--- src/sv/fpp_pkg.sv ---
// ----------------------------------------------------------------------------
// fpp_pkg
// character codes, piece codes and the decoded character type shared by the
// fen position parser modules
// ----------------------------------------------------------------------------
`timescale 1ns / 1ps

package fpp_pkg;

  localparam logic [7:0] ChNul   = 8'h00;
  localparam logic [7:0] ChSpace = 8'h20;
  localparam logic [7:0] ChDash  = 8'h2D;
  localparam logic [7:0] ChSlash = 8'h2F;
  localparam logic [7:0] ChOne   = 8'h31;
  localparam logic [7:0] ChEight = 8'h38;
  localparam logic [7:0] ChW     = 8'h77;

  localparam logic [4:0] SideWhite = 5'd8;
  localparam logic [4:0] SideBlack = 5'd16;

  localparam logic [7:0] EpNone = 8'hFF;

  localparam logic [3:0] CastleWk = 4'b0001;
  localparam logic [3:0] CastleWq = 4'b0010;
  localparam logic [3:0] CastleBk = 4'b0100;
  localparam logic [3:0] CastleBq = 4'b1000;

  typedef struct packed {
    logic       is_nul;
    logic       is_digit;
    logic       is_slash;
    logic       is_space;
    logic       is_dash;
    logic       is_w;
    logic [3:0] castle;
    logic [4:0] piece;
  } char_class_t;

  function automatic logic [4:0] piece_code(input logic [7:0] c);
    logic [4:0] p;
    case (c)
      8'h70:   p = 5'd18;  // p
      8'h72:   p = 5'd22;  // r
      8'h6E:   p = 5'd19;  // n
      8'h62:   p = 5'd21;  // b
      8'h71:   p = 5'd23;  // q
      8'h6B:   p = 5'd20;  // k
      8'h50:   p = 5'd9;   // P
      8'h52:   p = 5'd14;  // R
      8'h4E:   p = 5'd11;  // N
      8'h42:   p = 5'd13;  // B
      8'h51:   p = 5'd15;  // Q
      8'h4B:   p = 5'd12;  // K
      default: p = 5'd0;
    endcase
    return p;
  endfunction

  function automatic logic [3:0] castle_code(input logic [7:0] c);
    logic [3:0] b;
    case (c)
      8'h4B:   b = CastleWk;
      8'h51:   b = CastleWq;
      8'h6B:   b = CastleBk;
      8'h71:   b = CastleBq;
      default: b = 4'b0000;
    endcase
    return b;
  endfunction

endpackage

--- src/sv/fpp_char_decode.sv ---
// ----------------------------------------------------------------------------
// fpp_char_decode
// classifies one position-string character and looks up its piece code
// and castling right
// ----------------------------------------------------------------------------
`timescale 1ns / 1ps

module fpp_char_decode (
  input  logic [7:0]          ch_i,
  output fpp_pkg::char_class_t cls_o
);

  always_comb begin
    cls_o          = '0;
    cls_o.is_nul   = (ch_i == fpp_pkg::ChNul);
    cls_o.is_digit = (ch_i >= fpp_pkg::ChOne) && (ch_i <= fpp_pkg::ChEight);
    cls_o.is_slash = (ch_i == fpp_pkg::ChSlash);
    cls_o.is_space = (ch_i == fpp_pkg::ChSpace);
    cls_o.is_dash  = (ch_i == fpp_pkg::ChDash);
    cls_o.is_w     = (ch_i == fpp_pkg::ChW);
    cls_o.castle   = fpp_pkg::castle_code(ch_i);
    cls_o.piece    = fpp_pkg::piece_code(ch_i);
  end

endmodule

--- src/sv/fen_position_parser.sv ---
// ----------------------------------------------------------------------------
// fen_position_parser
// streaming parser of a fen position string, one character per beat
// ----------------------------------------------------------------------------
// Takes one character per cycle while out_ready_i does not stall the result
// register: a character sits in the input register while the phase logic
// updates the parse state, and its result, if any, is then registered in the
// result register. Each piece letter of the placement field gives a board
// write at its 0x88 square; the end of the en-passant field gives one
// summary beat with side to move, castling rights and en-passant square.
// A NUL character restarts the parse and clears castling rights.
`timescale 1ns / 1ps

module fen_position_parser (
  input  logic              clk_i,
  input  logic              rst_ni,
  input  logic              in_valid_i,
  output logic              in_ready_o,
  input  logic [7:0]        ch_i,
  output logic              out_valid_o,
  input  logic              out_ready_i,
  output logic              is_summary_o,
  output logic [6:0]        square_o,
  output logic [4:0]        piece_o,
  output logic [4:0]        side_o,
  output logic [3:0]        castling_o,
  output logic signed [7:0] ep_square_o
);

  typedef enum logic [2:0] {
    PhPlace,
    PhSide,
    PhSkip,
    PhCastle,
    PhEpFile,
    PhEpRank,
    PhDone
  } phase_e;

  // input stage
  logic       in_valid_q;
  logic [7:0] ch_q;
  logic       out_valid_q;
  logic       advance;
  logic       proc;

  assign advance    = !out_valid_q || out_ready_i;
  assign in_ready_o = !in_valid_q || advance;
  assign proc       = in_valid_q && advance;

  always_ff @(posedge clk_i or negedge rst_ni) begin
    if (!rst_ni) begin
      in_valid_q <= 1'b0;
    end else if (in_ready_o) begin
      in_valid_q <= in_valid_i;
    end
  end

  always_ff @(posedge clk_i) begin
    if (in_valid_i && in_ready_o) begin
      ch_q <= ch_i;
    end
  end

  fpp_pkg::char_class_t cls;

  fpp_char_decode u_fpp_char_decode (
    .ch_i  (ch_q),
    .cls_o (cls)
  );

  // parse state
  phase_e     phase_q, phase_d;
  logic [7:0] sq_q, sq_d;
  logic [4:0] side_q, side_d;
  logic [3:0] castle_q, castle_d;
  logic [2:0] file_q, file_d;

  // result register
  logic       is_summary_q, is_summary_d;
  logic [6:0] square_q, square_d;
  logic [4:0] piece_q, piece_d;
  logic [4:0] rside_q, rside_d;
  logic [3:0] rcastle_q, rcastle_d;
  logic [7:0] ep_q, ep_d;
  logic       res_valid;

  logic [3:0] step;
  logic [8:0] sum;
  logic [2:0] row;

  always_comb begin
    if (cls.is_digit) begin
      step = ch_q[3:0];
    end else if (cls.is_slash) begin
      step = 4'd8;
    end else begin
      step = 4'd1;
    end
    sum = {1'b0, sq_q} + {5'd0, step};
    row = 3'd0 - ch_q[2:0];
  end

  always_comb begin
    phase_d      = phase_q;
    sq_d         = sq_q;
    side_d       = side_q;
    castle_d     = castle_q;
    file_d       = file_q;
    res_valid    = 1'b0;
    is_summary_d = 1'b0;
    square_d     = '0;
    piece_d      = '0;
    rside_d      = '0;
    rcastle_d    = '0;
    ep_d         = '0;
    if (cls.is_nul) begin
      phase_d  = PhPlace;
      sq_d     = '0;
      castle_d = '0;
    end else begin
      case (phase_q)
        PhPlace: begin
          if (cls.is_space) begin
            phase_d = PhSide;
          end else begin
            sq_d = sum[8] ? 8'hFF : sum[7:0];
            if (!cls.is_digit && !cls.is_slash && !sq_q[7]) begin
              res_valid = 1'b1;
              square_d  = sq_q[6:0];
              piece_d   = cls.piece;
            end
          end
        end
        PhSide: begin
          side_d  = cls.is_w ? fpp_pkg::SideWhite : fpp_pkg::SideBlack;
          phase_d = PhSkip;
        end
        PhSkip: begin
          phase_d = PhCastle;
        end
        PhCastle: begin
          if (cls.is_space) begin
            phase_d = PhEpFile;
          end else begin
            castle_d = castle_q | cls.castle;
          end
        end
        PhEpFile: begin
          if (cls.is_dash) begin
            phase_d      = PhDone;
            res_valid    = 1'b1;
            is_summary_d = 1'b1;
            rside_d      = side_q;
            rcastle_d    = castle_q;
            ep_d         = fpp_pkg::EpNone;
          end else begin
            file_d  = ch_q[2:0] - 3'd1;
            phase_d = PhEpRank;
          end
        end
        PhEpRank: begin
          phase_d      = PhDone;
          res_valid    = 1'b1;
          is_summary_d = 1'b1;
          rside_d      = side_q;
          rcastle_d    = castle_q;
          ep_d         = {1'b0, row, 1'b0, file_q};
        end
        default: begin
          phase_d = PhDone;
        end
      endcase
    end
  end

  always_ff @(posedge clk_i or negedge rst_ni) begin
    if (!rst_ni) begin
      phase_q     <= PhPlace;
      sq_q        <= '0;
      side_q      <= fpp_pkg::SideBlack;
      castle_q    <= '0;
      file_q      <= '0;
      out_valid_q <= 1'b0;
    end else begin
      if (proc) begin
        phase_q  <= phase_d;
        sq_q     <= sq_d;
        side_q   <= side_d;
        castle_q <= castle_d;
        file_q   <= file_d;
      end
      if (advance) begin
        out_valid_q <= proc && res_valid;
      end
    end
  end

  always_ff @(posedge clk_i) begin
    if (proc && res_valid) begin
      is_summary_q <= is_summary_d;
      square_q     <= square_d;
      piece_q      <= piece_d;
      rside_q      <= rside_d;
      rcastle_q    <= rcastle_d;
      ep_q         <= ep_d;
    end
  end

  assign out_valid_o  = out_valid_q;
  assign is_summary_o = is_summary_q;
  assign square_o     = square_q;
  assign piece_o      = piece_q;
  assign side_o       = rside_q;
  assign castling_o   = rcastle_q;
  assign ep_square_o  = $signed(ep_q);

endmodule

--- config.mk ---
export PLATFORM = sky130hd
export DESIGN_NAME = fen_position_parser
export DESIGN_NICKNAME = d
export VERILOG_FILES = /design/src/sv/fpp_pkg.sv /design/src/sv/fpp_char_decode.sv /design/src/sv/fen_position_parser.sv
export SDC_FILE = /design/constraint.sdc
export NUM_CORES = 1
export LEC_CHECK = 0
export BUFFER_PORTS_ARGS = -buffer_cell sky130_fd_sc_hd__buf_4
export CAP_MARGIN = 20
export CORE_AREA = 2 2 90 92
export CTS_BUF_LIST = sky130_fd_sc_hd__clkbuf_8
export DETAILED_ROUTE_END_ITERATION = 6
export DIE_AREA = 0 0 92 94
export GPL_ROUTABILITY_DRIVEN = 0
export PLACE_DENSITY = 0.66
export SETUP_SLACK_MARGIN = 0.5
export SLEW_MARGIN = 5
export SYNTH_ARGS = -nofsm -noshare
export SYNTH_HDL_FRONTEND = slang
export SYNTH_SLANG_ARGS = --single-unit
--- constraint.sdc ---
create_clock -name clk_i -period 4.2 [get_ports clk_i]
set_input_delay 0.84 -clock clk_i [delete_from_list [all_inputs] [get_ports clk_i]]
set_output_delay 0.84 -clock clk_i [all_outputs]
set_load 0.02 [all_outputs]
==> results.ini <==
[sta]
finalHoldViolCount = 0
period_share_pct = 76.38
min_period_ns = 3.208
finClkSkew_ns = 0.006667
setup_viol_count_final = 0
tightest_slew_ns = 0.5509
slew_violations = 0
rsz0062_at_grt = no
relSlewSlack_pct = 63.00
max_freq_mhz = 311.7
tns_ns = 0

[placement]
io_buffers = 40
placed_area_um2 = 3348
hpwl_mm = 4.611

[grt]
grt_max_degree = 23
grt_pass1_vias = 2021
grtUsageTotal_pct = 14.97
antenna_found_initial = 0
gr-total-overflow = 0
grt_pass1_wl_mm = 10.12

[cts]
cts_resized = 0
path_clk_slew_ns = 0.11
clock-sinks = 56
root_buffer = clkbuf_8
cts_tree = built
numCtsBuffers = 5
cts_setup_buffers = 0
htreeDepth = 2
clkLatencyLatePin_ns = 0.32
cts.hold.buffers_added = 0
clockBufferDepth = 2

[logic_synthesis]
ys_top_cells_by_area = edfxtp_1, dfrtp_1, ha_1
async_reset_ff_share_pct = 39.29
synthCells = 257
netlist_top_cells_count = edfxtp_1, dfrtp_1, inv_1
post_synth.cell_area_avg_um2 = 11.60
synth_ff_type = edfxtp_1
synth_edf_count = 34
synth_top_area_share_pct = 34.24
seq_area_frac_synth_pct = 52.75
yosysTopAreaCell = edfxtp_1
yosysUniqueCellTypes = 65
synth_area_um2 = 2982
synthMostInstantiatedCell = edfxtp_1
yosys_register_bits = 56
yosys_warnings = 0

[setup_path]
startpoint_type = register
worstPathRequired_ns = 4.45
max_stage_delay_ns = 0.54
worstReg2RegEnd = sq_q[2]
r2r_start = ch_q[1]
cp-end-kind = register
worst-path-stages = 11
slowest_stage = a2111o_2
critPathTopFamily = compound AO/OA/AOI/OAI gates
reg2reg_slack_ns = 0.99
critPathBufInv = 2
path_cells = inv_1 -> ha_1 -> nor4b_1 -> a2111o_2 -> o21ai_0 -> ha_1 -> fa_1 -> nand3_1 -> a211oi_1 -> inv_1 -> a31oi_1
rr_worst_depth = 11
crit_type = register to register
path_max_fanout = 10
worst_ep_arrival_time_ns = 3.45

[die]
die_x_um = 92
die_area_um2 = 8648
initial_core_util_pct = 39.19
io_pins = 44
core_um2 = 7607
die_h_um = 94
std_cell_rows = 32

[cells_and_area]
multi_input_area_um2 = 1265
stdcell_area_um2 = 3445
fin_nets = 315
fillCellCount = 740
drive_above_1_share_pct = 23.89
n_antenna_cell = 0
area_growth_pct = 15.53
ff_latch_area_um2 = 1573

[routing]
drc = 0
drtIter0Drc = 207
vias = 2133
ant_nets = 0
first_pass_iters = 4
wl_per_cell_um = 15.43
avgViaCountPerCell = 5.400
drt-total-wl_mm = 6.093

[power]
power_density_nw_per_um2 = 346.9
p_leak_nw = 1.396
max-vdd-ir-drop_v = 0.0001548

[hold_path]
hold_class = input pin to async pin

[job]
maxCapViolCount = 0

[outcome]
status = finished, final reports clean

## metal layers
layer	vias to the layer above	global-route usage (%)	share of wire, %	wire [um]
li1	1033	-	-	-
met1	1032	19.90	46	2809
met2	60	24.63	47	2880
met3	8	2.568	4.7	288
met4	0	5.597	1.9	115
met5	-	0	0	0
## report_power, final
group / switching [W] / internal [W]
sequential: 0.0000481 / 0.000623
clock: 0.000189 / 0.000123
combinational: 0.000112 / 0.0000997
total: 0.000350 / 0.000845
## worst max path at each step
| stage | startpoint | to |
|---|---|---|
| after floorplan | ch_q[0] | castling_o[0] |
| after global placement | ch_q[1] | sq_q[2] |
| after detailed placement | ch_q[1] | sq_q[3] |
| after CTS | ch_q[0] | sq_q[3] |
| after global routing | ch_q[1] | sq_q[3] |
| final | ch_q[1] | sq_q[2] |
## worst reg2reg max path, stage by stage, from the launching register on
cell and delay, ns:
edfxtp_1 0.43, inv_1 0.16, ha_1 0.38, nor4b_1 0.11, a2111o_2 0.54, o21ai_0 0.21
ha_1 0.22, fa_1 0.21, nand3_1 0.12, a211oi_1 0.47, inv_1 0.12, a31oi_1 0.18
## layout make-up
cell class	count	share of cell area (%)
sequential	56	45.66
tap	102	3.705
clock buffer	5	1.998
multi-input combinational	169	36.72
timing repair buffer	42	9.154
inverter	18	1.961
clock inverter	3	0.7991
## placed cells by master, fill, tap and decap left out, drive strengths merged, types with 4 or more instances in the layout
cell type,instances
dfrtp,21
and2,8
nand2,11
inv,19
clkbuf,5
edfxtp,34
nor3b,5
nand2b,6
nor4,7
mux2i,4
and3,4
ha,10
o21a,5
nor3,13
mux2,4
nand4,5
nand3,9
nor2,9
a21oi,6
o21ai,7
buf,42
## metrics by stage
step / utilization [%] / hold slack (ns) / setup slack (ns) / cells / power (W)
after floorplan: - / 0.4577 / 1.212 / 259 / 0.0008413
final: 45.28 / 0.3893 / 0.9919 / 395 / 0.001195
after global routing: 45.28 / 0.4049 / 0.6164 / 395 / 0.001256
after global placement: 44.01 / 0.4745 / 1.124 / 387 / 0.0008920
after detailed placement: 44.01 / 0.4765 / 1.046 / 387 / 0.0008942
after CTS: 45.28 / 0.4007 / 1.016 / 395 / 0.001204
## flip-flops by register name, indices dropped and copies added, names as in the netlist, 2 cells and up
signal       count
side_q           2
phase_q          3
ch_q             8
ep_square_o      7
square_o         7
piece_o          5
file_q           3
side_o           2
castle_q         4
castling_o       4
sq_q             8
## logic make-up after synthesis
| family | after synthesis | share of synthesized area [%] |
|---|---|---|
| compound gates | 55 | 14.69 |
| xor+xnor | 4 | 1.175 |
| fa+ha+maj | 11 | 4.868 |
| buf+inv | 34 | 5.161 |
| flops | 56 | 52.75 |
| mux | 8 | 2.853 |
| other cells | 1 | 0.1258 |
| simple gates | 88 | 18.38 |
Note: power is estimated with default switching activity, not from simulation.
